`src/hw/rtl/lphs_pkg.sv`:
```
`timescale 1ns / 1ps

package lphs_pkg;

  localparam int KEY_W   = 60;
  localparam int VAL_W   = 61;
  localparam int SLOT_W  = 10;
  localparam int ROW_W   = 32;
  localparam int ROW_LG  = 5;
  localparam int DIGIT_W = 4;
  localparam int DIGITS  = KEY_W / DIGIT_W;

  localparam logic CMD_INSERT = 1'b0;
  localparam logic CMD_READ   = 1'b1;

  // controller -> datapath
  typedef struct packed {
    logic clr_step;
    logic capture;
    logic mod_step;
    logic rd_home;
    logic rd_next;
    logic commit;
    logic load_out;
    logic out_full;
  } ctl_t;

  // datapath -> controller
  typedef struct packed {
    logic clr_done;
    logic mod_done;
    logic is_read;
    logic is_full;
    logic found;
  } sts_t;

endpackage

```
`src/hw/rtl/lphs_ctrl.sv`:
```
`timescale 1ns / 1ps

module lphs_ctrl (
  input  logic           clk,
  input  logic           rst,
  input  logic           in_valid,
  output logic           in_ready,
  output logic           out_valid,
  input  logic           out_ready,
  output lphs_pkg::ctl_t ctl,
  input  lphs_pkg::sts_t sts
);

  typedef enum logic [2:0] {
    S_CLEAR,
    S_IDLE,
    S_MOD,
    S_EVAL,
    S_FIN
  } state_t;

  state_t state;
  state_t state_next;
  logic   full_q;
  logic   full_next;
  logic   out_free;

  assign in_ready = (state == S_IDLE);
  assign out_free = !out_valid || out_ready;

  always_comb begin
    ctl        = '0;
    state_next = state;
    full_next  = full_q;
    unique case (state)
      S_CLEAR: begin
        ctl.clr_step = 1'b1;
        if (sts.clr_done) begin
          state_next = S_IDLE;
        end
      end
      S_IDLE: begin
        if (in_valid) begin
          ctl.capture = 1'b1;
          full_next   = 1'b0;
          state_next  = S_MOD;
        end
      end
      S_MOD: begin
        if (!sts.mod_done) begin
          ctl.mod_step = 1'b1;
        end else if (!sts.is_read && sts.is_full) begin
          full_next  = 1'b1;
          state_next = S_FIN;
        end else begin
          ctl.rd_home = 1'b1;
          state_next  = S_EVAL;
        end
      end
      S_EVAL: begin
        // inserts scan one occupancy row per cycle until a free slot shows up; reads go straight to S_FIN
        if (sts.is_read) begin
          state_next = S_FIN;
        end else if (sts.found) begin
          ctl.commit = 1'b1;
          state_next = S_FIN;
        end else begin
          ctl.rd_next = 1'b1;
        end
      end
      S_FIN: begin
        ctl.out_full = full_q;
        if (out_free) begin
          ctl.load_out = 1'b1;
          state_next   = S_IDLE;
        end
      end
      default: begin
        state_next = S_CLEAR;
      end
    endcase
  end

  always_ff @(posedge clk) begin
    if (rst) begin
      state     <= S_CLEAR;
      out_valid <= 1'b0;
      full_q    <= 1'b0;
    end else begin
      state  <= state_next;
      full_q <= full_next;
      if (ctl.load_out) begin
        out_valid <= 1'b1;
      end else if (out_ready) begin
        out_valid <= 1'b0;
      end
    end
  end

endmodule

```
`config.mk`:
```
export PLATFORM = sky130hd
export DESIGN_NAME = lphs_ctrl
export DESIGN_NICKNAME = d
export VERILOG_FILES = /design/src/hw/rtl/lphs_pkg.sv /design/src/hw/rtl/lphs_ctrl.sv
export SDC_FILE = /design/constraint.sdc
export NUM_CORES = 1
export LEC_CHECK = 0
export ABC_CLOCK_PERIOD_IN_PS = 1400
export BUFFER_PORTS_ARGS = -buffer_cell sky130_fd_sc_hd__clkbuf_2
export CORE_AREA = 2 2 39 41
export DETAILED_ROUTE_END_ITERATION = 8
export DIE_AREA = 0 0 41 43
export GPL_ROUTABILITY_DRIVEN = 0
export PLACE_DENSITY = 0.53
export SYNTH_ARGS = -nofsm -noshare
export SYNTH_HDL_FRONTEND = slang
export SYNTH_SLANG_ARGS = --single-unit
```
`constraint.sdc`:
```
create_clock -name clk -period 1.4 [get_ports clk]
set_clock_uncertainty 0.1 [all_clocks]
set_input_delay 0.28 -clock clk [delete_from_list [all_inputs] [get_ports clk]]
set_output_delay 0.28 -clock clk [all_outputs]
set_load 0.1 [all_outputs]
```
Word-level counts from Yosys, hierarchy flattened
Cells that the tools add are included.
Widths: inputs -> output; s select.
Word-level totals
  register bits: 5
  bits in latches: 0
  bits in writable memories: 0
  ROM bits: 0
  input bits: 9
  output and inout port bits: 10
  word-level logic and storage cells: 49
  memories kept: 0
Cells by class
  add/sub/neg operators: 0
  $mul: 0
  divide/modulo/power cells: 0
  magnitude comparators: 0
  eq/ne operators: 10
  shift-type cells: 0
  muxes and demuxes: 27
  bitwise gates (word level): 0
  reduce and logical (&&, ||, !) cells: 9
Operators by type and width (number)
  $mux 3: 7
  $pmux 3 s5: 1
  $mux 1: 14
  $ne 2x2->1 const B: 5
  $mux 2: 4
  $eq 3x2->1 const B: 2
  $reduce_and 5->1: 1
  $reduce_and 4->1: 1
  $reduce_bool 2->1: 2
  $eq 3x1->1 const B: 1
  $eq 3x3->1 const B: 1
  $logic_not 3->1: 1
  $ne 3x3->1 const B: 1
  $logic_not 1->1: 2
  $pmux 1 s2: 1
  $logic_and 1x1->1: 1
  $logic_or 1x1->1: 1

Depth between registers and ports, before layout
Gate-level depths: netlist (run 1).
  depth after elaboration: 5
  gate-level depth with buffers: 5
  gate-level depth less buffers: 4

Worst setup path after synthesis (run 1)
OpenSTA, ideal clock, no wires.
  kind: reg2out
  start: register state[2]
  end: output port ctl[6] in the netlist's numbering
  data arrival time: 3.658 ns
  required time: 1.020 ns
  setup slack: -2.638 ns
  cell stages (with the launch flop): 5
  buffers on the path: 1
  path through: dfxtp_1 buf_4 nor3b_1 nand2_1 inv_1
RTL lines
  start, declared: RTL line lphs_ctrl.sv:22  | state_t state;
  start signal, assigned: RTL line lphs_ctrl.sv:90  | state <= state_next;
  end, declared: RTL line lphs_ctrl.sv:10  | output lphs_pkg::ctl_t ctl,

==> results of run 1 <==
## per-layer routing
layer	part of all wire	track usage	wire length, microns	vias up
met2	0.54	0.281	681	15
met4	0.024	0.120	30	0
met5	0	0	0	-
met3	0.037	0.0157	47	5
met1	0.40	0.204	514	218
li1	-	-	-	240
## cell families after synthesis
group | after synthesis | synth area share
flops | 5 | 0.261
compound gates | 7 | 0.173
buf+inv | 6 | 0.108
mux | 3 | 0.0784
simple gates | 23 | 0.379
## registers in the layout, indices dropped and copies added, names as in the netlist
signal	cells
state	3
full_q	1
out_valid	1
## report_power, final
group | internal [W] | leakage (nW) | total, W | switching [W]
Combinational | 0.000368 | 0.327 | 0.000813 | 0.000445
Sequential | 0.000166 | 0.0436 | 0.000211 | 0.0000446
Clock | 0.000108 | 0.0150 | 0.000171 | 0.0000631
## critical path: cells and delay by family, from the launching register on
family | cells | cell delay [ns]
flip-flops | 1 | 0.36
buffers and inverters | 2 | 0.27
AND/OR/NAND/NOR | 1 | 0.54
## worst max-delay path by stage
stage,startpoint,endpoint,slack (ns),cells after the start
2_1_floorplan,state[2],ctl[6],-0.86,4
5_1_grt,state[2],ctl[5],-0.42,3
3_3_place_gp,sts[3],ctl[5],-0.17,4
3_5_place_dp,sts[3],ctl[5],-0.18,4
6_report,state[2],ctl[5],-0.39,3
4_1_cts,state[2],ctl[5],-0.39,3
## per-stage QoR
step / utilization / setup TNS [ns]
after floorplan: - / -3.82
after global placement: 0.562 / -0.763
after detailed placement: 0.562 / -0.827
after CTS: 0.665 / -3.26
after global routing: 0.682 / -3.83
final: 0.682 / -3.15
## placed cells by master (no fill, tap or decap), types with 3 or more instances in the layout
master	netlist	routed
buf_4	1	17
clkbuf_2	0	8
mux2i_1	3	3
dfxtp_4	0	4
nor2_4	0	4
buf_12	0	10
clkbuf_4	0	3
buf_6	2	4
## cell type report
cell class / instances / share of cell area
inverter: 3 / 0.0199
tap: 16 / 0.0212
clock buffer: 4 / 0.0279
sequential: 5 / 0.122
multi-input combinational: 33 / 0.371
timing repair buffer: 39 / 0.438
## repair_timing
item / 4_1_cts / 5_1_grt
pin swaps: 3 / 3
gates cloned: 0 / 0
resized for setup: 17 / 3
setup endpoints to repair: 12 / 13
setup buffers: 5 / 1
==> results, run 1 <==
- Derived from the worst setup path, the maximum achievable clock frequency is about 0.56 GHz.
- Clock-pin slew was measured on the worst setup and hold paths at 0.04 ns.
- The DRC violations left is 0.
- The remaining antenna violation count after routing is 0.
- The number of pins exceeding their max-slew limit in the final report is 0.
- The overall die height is approximately 43 microns.
- Including well taps, the total number of placed cells is 90.
- The number of failing setup endpoints in the final timing report is 13.
- The most used flip-flop cell after synthesis is dfxtp_1.
- The number of antenna violations at the first check in global routing is 0.
- Setup repair after global routing could not meet its margin everywhere.
- The sum of overflow across all layers after global routing is 0.
- The placed standard-cell area is approximately 780 sq um.
- The hold buffer count at cts is 0.
- The signal on the critical path passes through or4b_4, clkinvlp_4, buf_12.
- The count of input and output buffers is 18.
- The number of clock buffers added by TritonCTS is 3.
- Overall power consumption after layout is estimated at 0.00120 W.
- In the final layout, the share of cells above drive strength 1 is 0.762.
- The number of instances in the synthesized netlist is 44.
- The clock period minus final worst setup slack is 1.79 ns.
- The largest single stage delay on the critical path is approximately 0.54 ns.
- The category of the most critical setup path is flop to output pin.
- The area of the core is 1380 sq um.
- The worst slack after detailed placement is -0.177 ns.
- The die covers approximately 1800 sq um.
- By count the netlist is led by nor2_1 (6), dfxtp_1 (5), inv_1 (3), mux2i_1 (3), nand2_1 (3).
- For this block, the initial DRC count from the detailed router was 1.
- Of the available clock period, the critical path in the final layout requires 1.28.
- The mapped cell area is 383 sq um.
- The signed area change from the synthesized netlist to the final layout is 146%.
- The dominant cell type by area after synthesis is dfxtp_1.
- The number of library cell types mapped by synthesis is 22.
- The via count normalized by instance count is around 4.8.
- The flow ran to the end, but the final reports show violations.
- The worst setup path is launched from a flop.
- The checks that failed: negative setup slack.
- After detailed routing, the average wire length per cell comes to 12.7 microns.
- The number of nets produced by synthesis is 53.
- The count of antenna diodes in the layout is 0.
- The path with the worst hold slack has its endpoint at state[2].
- The worst ir drop on vdd is a little under 700 uV.
- For this run, the number of standard cells in the final layout without fillers is 100.
- The slew at the pin with the worst max-slew slack is between 0.2 and 0.3 ns.
- The total routing usage reported by global routing is 0.175.
- The power per unit of standard cell area is about 1300 nW/um^2.
- The floorplan has 14 rows.
- The tree is rooted in a clkbuf_4.
- The buffer levels on the longest clock path is 2.
- Of all nets on the critical path, the largest fanout is 6.
- The TritonCTS clock tree is yes.
- The first-pass GRT wire length is ~2000 microns.
- The number of flip-flops and latches in the synthesized netlist is 5.
- The endpoint class of the critical path is an output pin.
- The via count of the routed design is between 400 and 500.
- The cell with the largest stage delay on the worst path is or4b_4.
- For the worst flop-to-flop path, the logic depth is 6.
- The launching point of the worst reg2reg path is state[2].
- The analysis attributes to cell leakage a power of 0.386 nW.
- The first detailed-routing pass ran for 3 iterations.
- The initial standard-cell utilization of the core is 0.277.
- The insertion delay to the later sink of the worst-skew pair is 0.25 ns.
- The fraction of registers with async set or reset after synthesis is 0.
- The share of the Yosys chip area taken by registers is 0.261.
- The register-to-register setup slack is -0.30 ns.
- The start point of the worst min-delay path is rst.
- The critical register-to-register path endpoint is state[2].
- The area of combinational cells with multiple inputs is between 300 and 400 sq um.
- The filler cells instantiated in the layout total around 100.
- After synthesis, the mean cell area works out to approximately 8.7 sq um.
- Hold timing on the final database bottoms out at a slack of ~0.24 ns.
- The maximum level of the CTS H-tree is 1.
- The headroom to the max-slew limit is 0.829.
- Yosys mapped a number of flops with a built-in enable equal to 0.
- After synthesis, the cell types taking the most area are dfxtp_1 (26%), mux2i_1 (7.8%), buf_6 (5.9%).
- After layout, the worst setup slack is -0.390 ns.
- The die boundary width is slightly above 40 microns.
- The number of max-cap violations is 0.
- The tightest min-delay check is of the input port to flop type.
- Counting instances, the worst hold path has a depth of 3.
- The data arrival time of the critical path is between 1 and 1.5 ns.
- The endpoint required time on the critical path is between 1 and 1.5 ns.
- The share of synthesized area in the top cell type comes to 0.261.
- The routed design has 1270 microns of wire.
- The number of primary I/O pins is 19.
- The total count of hold-check failures in the final report is 0.
- Entering global routing, the biggest net connects 9 pins.
- The HPWL after detailed placement is roughly 850 microns.
- The most repeated cell in the gate-level netlist after synthesis is nor2_1.
- For this run, the number of Yosys warnings is 0.
- Counting every sink on the clock net gives 5.
- Once layout is done, the placed cells without fillers occupy between 900 and 1000 sq um.
- The number of global-route vias before repair is ~470.
- After the last flow step, the layout net total stands at 94.
- The sequential cell area in the final layout is approximately 120 sq um.
(Power assumes the default switching activity.)
==> inputs of run 2 (changes only) <==
--- a/config.mk
+++ b/config.mk
@@ -5,6 +5,7 @@
 export SDC_FILE = /design/constraint.sdc
 export NUM_CORES = 1
 export LEC_CHECK = 0
+export ABC_AREA = 1
 export ABC_CLOCK_PERIOD_IN_PS = 1400
 export BUFFER_PORTS_ARGS = -buffer_cell sky130_fd_sc_hd__clkbuf_2
 export CORE_AREA = 2 2 39 41
==> run 2 against run 1 <==
Clock power is essentially flat. Critical endpoint is now ctl[1]. Sequential power is 10% higher. Via count increased by 6.5%. The flow still finishes with violations (negative setup slack). Worst setup slack improved by 0.16 ns. Flip-flop and latch count is the same. Die area stayed put. Sequential share of layout area is 0.52 points higher. Non-clock buffer count fell by 6. Wire length is 5.1% lower. Critical path depth grew 1. Global-route usage is 0.10 points lower. Utilization shrank 2.8 points.
==> results, run 2 <==
- The flow ran to the end, but the final reports show violations.
- The final reports fail on negative setup slack.
- The category of the most critical setup path is flop to output pin.
- The final worst-path cycle share is 1.16 (-0.116).
- The maximum clock frequency is 0.614 GHz (+9.9%).
- The routed wire length is 1210 microns (-5.1%).
- The post-synthesis mux area share is 0 (-0.0784).
- The number of instances in the synthesized netlist came to 63 (+43%).
- The largest registers in the layout are state (3), full_q (1), out_valid (1).
- The adder-cell share of the synthesized area is 0 (unchanged).
- The endpoint class of the critical path is an output pin.
- The area of the core is 1380 sq um (unchanged).
- The total count of hold-check failures in the final report is 0 (unchanged).
- The area share of xor/xnor cells in the synthesized design is 0 (unchanged).
- The min-delay analysis places its worst path in the category input port to flop.
- The first-pass GRT wire length is 2060 microns (+0.69%).
- By instance count, the leading cell after synthesis is nand2_1.
- The via count normalized by instance count is 4.39 (-8.2%).
- The utilization after layout is 0.654 (-0.0280).
- The final worst setup slack was -0.228 ns (+0.162 ns).
- The TritonCTS clock tree is yes.
- The site row count is 14 (unchanged).
- The remaining antenna violation count after routing was 0 (unchanged).
- The clock-pin transition on the worst setup and hold timing paths is 0.05 ns (about the same).
- Ranked by instance count, the synthesized netlist is headed by nand2_1 (11), inv_1 (10), nor2_1 (10).
- The largest fanout on the critical path is 5 (-1).
- The pin count of the biggest net entering global routing was 6 (-3).
- The root cell of the clock tree is clkbuf_4.
- The number of nets produced by synthesis is 72 (+36%).
- The global-route met1 utilization is 0.217 (+0.0129).
- The launching element type of the critical path is a flop.
- The clock period minus final worst setup slack is 1.63 ns (-0.162 ns).
- The mapped cell area was 375 sq um (-2.0%).
- The DRC violations left was 0 (unchanged).
- The flip-flop count of the largest register, all copies and words added is 3 (unchanged).
- The via count of the routed design is 509 (+6.5%).
- After global routing, the most crowded layer is met2.
- The most used flip-flop cell after synthesis is dfxtp_1.
- The power per unit of standard cell area was 1780 nW/um^2 (+41%).
- The final layout net count is 110 (+17%).
- The count of antenna diodes in the layout is 0 (unchanged).
- The final standard cell area without fillers is 905 sq um (-4.1%).
- The buffer levels on the longest clock path was 2 (unchanged).
- The number of CTS-inserted buffers is 3 (unchanged).
- The maximum level of the CTS H-tree is 1 (unchanged).
- The number of library cell types mapped by synthesis came to 15 (-32%).
- The family with the most delay on the worst path is simple AND/OR/NAND/NOR gates.
- The sum of overflow across all layers after global routing came to 0 (unchanged).
- The headroom to the max-slew limit was 0.849 (+0.0206).
- The post-route setup TNS is -2.07 ns (+1.07 ns).
- The number of flip-flops and latches in the synthesized netlist is 5 (unchanged).
- The startpoint identified for the worst register-to-register timing path is state[0].
- The placed standard-cell area came to 791 sq um (+1.6%).
- The TritonCTS sink count is 5 (unchanged).
- The full die area is 1760 sq um (unchanged).
- The sequential cell area in the final layout came to 115 sq um (unchanged).
- The combinational family with the most area after synthesis is simple AND/OR/NAND/NOR gates.
- The number of primary I/O pins was 19 (unchanged).
- The number of failing setup endpoints in the final timing report is 12 (-1).
- The endpoint required time on the critical path was 1.02 ns (about the same).
- By area the synthesized netlist is led by dfxtp_1 (27%), nand2_1 (11%), inv_1 (10%).
- The count of warnings emitted by yosys was 0 (unchanged).
- The worst hold-check slack is 0.137 ns (-0.102 ns).
- The count of input and output buffers is 18 (unchanged).
- The most common library cell in the layout ignoring fill and taps is buf_4.
- The slew at the pin with the worst max-slew slack is 0.224 ns (-0.0326 ns).
- The signed area change from the synthesized netlist to the final layout is 141%.
- The fraction of post-synthesis cell area in the top cell type by area is 0.267 (+0.00523).
- The data arrival time of the critical path is 1.25 ns (-0.16 ns).
- The violation count after the first detailed-route iteration came to 8 (+7).
- The share of post-route cells with drive strength above 1 came to 0.660 (-0.102).
- Setup repair after global routing could not meet its margin everywhere.
- The start point of the worst min-delay path is rst.
- The largest total area in the synthesized netlist belongs to dfxtp_1.
- The initial standard-cell utilization of the core came to 0.271 (-0.00542).
- The number of global-route vias before repair is 508 (+8.8%).
- The sequential-to-total area share from yosys stat is 0.267 (+0.00523).
- The post-synthesis area per instance was 5.96 sq um (-32%).
- The die boundary width was 41 microns (unchanged).
- The worst ir drop on vdd came to 1220 uV (+76%).
- The total routing usage reported by global routing came to 0.174 (-0.00101).
- The register name with the most flops is state.
- The number of max-cap violations is 0 (unchanged).
- The insertion delay to the later sink of the worst-skew pair is 0.25 ns (about the same).
- The met3 global-route usage was 0.0314 (+0.0157).
- The count of buffering cells on the critical path with inverters included is 1 (-1).
- Leaving out fill and tap cells, the most frequent cells in the layout are buf_4 (14), buf_12 (10), nand2_1 (9).
- The wire length per cell after detailed routing is 10.4 microns (-18%).
- The cell with the largest stage delay on the worst path is dfxtp_4.
- The HPWL after detailed placement is 924 microns (+8.2%).
- The signal on the critical path passes through nor2_2, nand2_2, nor2_4, buf_12.
- The number of iterations in the first detailed-routing pass is 4 (+1).
- The critical path starts at state[0].
- The area of combinational cells with multiple inputs is 322 sq um (-8.2%).
- The met2 capacity usage during global routing came to 0.266 (-0.0156).
- The number of flops mapped to enable cells by yosys is 0 (unchanged).
- The fraction of registers with async set or reset after synthesis is 0 (unchanged).
- The largest stage delay on the critical path is 0.38 ns (-0.16 ns).
- The fraction of the mapped netlist area in simple logic gates was 0.507 (+0.128).
- The overall die height was 43 microns (unchanged).
- The number of pins exceeding their max-slew limit in the final report is 0 (unchanged).
- The leakage power of the design was 0.400 nW (+3.8%).
- The number of antenna violations at the first check in global routing is 0 (unchanged).
- The compound-gate portion of the synthesized area is 0.0967 (-0.0765).
- The filler cell count in the final layout was 118 (+13%).
run 2: cell count changes after synthesis, moves of 3 or more:
cell	change
mux2i_1	-3
nand3_1	+7
inv_1	+7
nand2_1	+8
a21oi_1	+3
nor2_1	+4
inv_2	+3
nor2_4	+3
run 2: worst paths after layout:
kind,to,slack [ns],depth (start not counted)
setup / recovery,ctl[1],-0.23,4
hold / removal,state[2],0.14,2
setup reg to reg,state[0],-0.16,10
hold reg to reg,full_q,0.39,2
run 2: area by class of cell:
| cell class | instances | area share |
|---|---|---|
| Clock buffer | 3 | 0.0249 |
| Clock inverter | 1 | 0.00553 |
| Inverter | 13 | 0.0705 |
| Multi-Input combinational cell | 45 | 0.355 |
| Sequential cell | 5 | 0.127 |
| Tap cell | 16 | 0.0221 |
| Timing Repair Buffer | 33 | 0.394 |
run 2: stage by stage:
stage,power (W),cells,worst slack (ns)
2_1_floorplan,0.000930,63,-0.405
3_3_place_gp,0.00132,106,-0.00103
3_5_place_dp,0.00133,106,-0.0161
4_1_cts,0.00161,115,-0.257
5_1_grt,0.00170,116,-0.296
6_report,0.00161,116,-0.228
run 2: cell families (layout without fill, tap and decap cells):
| logic type | Yosys count | after routing |
|---|---|---|
| buffers and inverters | 13 | 50 |
| DFF | 5 | 5 |
| and+or+nand+nor | 38 | 38 |
| AOI/OAI and AO/OA | 7 | 7 |
run 2: power breakdown:
part | switching (W) | internal [W] | total [W]
Sequential | 0.0000522 | 0.000180 | 0.000233
Clock | 0.0000689 | 0.000104 | 0.000173
Combinational | 0.000729 | 0.000479 | 0.00121
run 2: per-layer routing:
| layer | share of wire | wire length, microns |
|---|---|---|
| met5 | 0 | 0 |
| met4 | 0.017 | 21 |
| met3 | 0.044 | 53 |
| met2 | 0.52 | 623 |
| met1 | 0.42 | 508 |
run 2: repair_timing:
item                                    CTS  global route
pin swaps                                10             3
hold buffers                              0             0
endpoints found under the setup margin    9            13
gates resized for setup                   8             3
setup buffers                             5             1
==> inputs of run 3 (changes only) <==
--- a/config.mk
+++ b/config.mk
@@ -13,6 +13,7 @@
 export DIE_AREA = 0 0 41 43
 export GPL_ROUTABILITY_DRIVEN = 0
 export PLACE_DENSITY = 0.53
+export SKIP_CTS_REPAIR_TIMING = 1
 export SYNTH_ARGS = -nofsm -noshare
 export SYNTH_HDL_FRONTEND = slang
 export SYNTH_SLANG_ARGS = --single-unit
==> run 3 against run 2 <==
The flow still finishes with violations (negative setup slack). Clock power hardly changed. Critical path depth is 1 higher. Combinational power fell by 7%. Cell count decreased by 4.3%. Largest power group unchanged.
==> results, run 3 (synthesized netlist as in run 2, its figures left out) <==
- The run finished, with violations left.
- The final reports fail on negative setup slack.
- The site row count is 14 (unchanged).
- The final layout net count is 105 (-4.5%).
- The overall die height came to 43 microns (unchanged).
- The top routing layer in use is met4.
- The DRC violations left was 0 (unchanged).
- The count of antenna diodes in the layout is 0 (unchanged).
- The library cell used most frequently in the layout, excluding fill and tap cells, is buf_12.
- Compared with the post-synthesis result, the final layout area differs by 126%.
- The endpoint required time on the critical path came to 1.02 ns (about the same).
- The leakage power of the design is 0.370 nW (-7.6%).
- The worst ir drop on vdd is 1160 uV (-5.0%).
- The total routed wire length on the met1 layer is 483 microns (-4.9%).
- The initial standard-cell utilization of the core is 0.271 (unchanged).
- The number of CTS-inserted buffers is 3 (unchanged).
- Setup repair after global routing could not meet its margin everywhere.
- The utilization after layout was 0.613 (-0.0407).
- The endpoint class of the critical path is an output pin.
- The sum of overflow across all layers after global routing is 0 (unchanged).
- The final worst setup slack is -0.260 ns (-0.0317 ns).
- The HPWL after detailed placement is 924 microns (unchanged).
- More flip-flops sit in one register than any other, and that register is state.
- The critical path is of the flop to output pin type.
- The TritonCTS sink count is 5 (unchanged).
- The share of post-route cells with drive strength above 1 was 0.632 (-0.0284).
- In the final layout, the registers with the most flip-flops are state (3), full_q (1), out_valid (1).
- The worst setup path is launched from a flop.
- The number of primary I/O pins is 19 (unchanged).
- The number of antenna violations at the first check in global routing is 0 (unchanged).
- The via count of the routed design is 482 (-5.3%).
- The worst hold-check slack is 0.138 ns (+0.00193 ns).
- The via count normalized by instance count is 4.34 (-1.0%).
- The number of global-route vias before repair is 449 (-12%).
- The die boundary width is 41 microns (unchanged).
- The remaining antenna violation count after routing is 0 (unchanged).
- The routed wire length is 1100 microns (-8.9%).
- The met3 wirelength from detailed routing is 53 microns (unchanged).
- The buffer levels on the longest clock path is 2 (unchanged).
- The total power of the final layout is 0.00153 W (-5.1%).
- The largest fanout on the critical path is 4 (-1).
- Leaving out fill and tap cells, the most frequent cells in the layout are buf_12 (10), buf_4 (9).
- The count of input and output buffers is 18 (unchanged).
- The full die area is 1760 sq um (unchanged).
- The total length of routed met2 wires is 541 microns (-13%).
- The first-pass GRT wire length is 1780 microns (-13%).
- TritonCTS built the clock tree.
- The flip-flop count of the largest register, all copies and words added was 3 (unchanged).
- The wire length per cell after detailed routing was 9.90 microns (-4.8%).
- The power per unit of standard cell area is 1800 nW/um^2 (+1.2%).
- The pin count of the biggest net entering global routing is 6 (unchanged).
- The maximum level of the CTS H-tree is 1 (unchanged).
- The total routing usage reported by global routing is 0.152 (-0.0221).
- The area of the core is 1380 sq um (unchanged).
- The slew at the pin with the worst max-slew slack is 0.186 ns (-0.0377 ns).
- The violation count after the first detailed-route iteration is 8 (unchanged).
- The number of iterations in the first detailed-routing pass is 4 (unchanged).
- The insertion delay to the later sink of the worst-skew pair is 0.25 ns (about the same).
- The number of failing setup endpoints in the final timing report was 9 (-3).
- The number of max-cap violations came to 0 (unchanged).
- The maximum clock frequency is 0.603 GHz (-1.9%).
- The root cell of the clock tree is clkbuf_4.
- The clock-pin transition on the worst setup and hold timing paths came to 0.05 ns (about the same).
- The data arrival time of the critical path is 1.28 ns (+0.03 ns).
- The total count of hold-check failures in the final report is 0 (unchanged).
- The clock period minus final worst setup slack is 1.66 ns (+0.0317 ns).
- The worst hold path belongs to the class input port to flop.
- The final worst-path cycle share is 1.19 (+0.0226).
- The number of pins exceeding their max-slew limit in the final report is 0 (unchanged).
- The headroom to the max-slew limit is 0.875 (+0.0254).
run 3: cell types whose count changed in the layout (fill, tap and decap cells not counted), sizes merged:
| cell | change |
|---|---|
| buf | -5 |
run 3: path summary, 6_finish.rpt:
kind / startpoint / to / slack, ns / cells after the start
worst min-delay path: rst / state[1] / 0.14 / 2
worst max register to register: state[1] / state[0] / 0.05 / 8
worst min register to register: full_q / full_q / 0.39 / 2
worst max-delay path: state[1] / ctl[4] / -0.26 / 5
run 3: final cells by class:
class | instances | area [sq um]
repair buffers | 28 | 319
clock buffers | 3 | 22.5
inverters | 13 | 58.8
multi-input cells | 45 | 310
well taps | 16 | 20.0
fillers | 123 | 536
flip-flops and latches | 5 | 113
clock inverters | 1 | 5.00
run 3: power by group:
part / internal (W) / switching, W
Combinational: 0.000432 / 0.000700
Sequential: 0.000181 / 0.0000456
Clock: 0.000104 / 0.0000685
run 3: critical path, stage by stage, from the launching register on:
cell	delay [ns]
dfxtp_4	0.36
inv_4	0.04
nor2_4	0.16
nand3_2	0.13
nor2_4	0.14
buf_12	0.18
run 3: per-stage QoR:
step | setup TNS [ns] | instances | cell area [sq um] | setup slack [ns]
final | -1.91 | 111 | 848 | -0.260
after global routing | -2.58 | 111 | 848 | -0.336
after CTS | -2.20 | 110 | 818 | -0.305
after detailed placement | -0.0299 | 106 | 791 | -0.0161
after global placement | -0.00103 | 106 | 791 | -0.00103
after floorplan | -2.03 | 63 | 463 | -0.405
run 3: per-layer routing:
layer | track usage | vias to the layer above
li1 | - | 262
met1 | 0.201 | 206
met2 | 0.213 | 12
met3 | 0.0314 | 2
met4 | 0.100 | 0
met5 | 0 | -
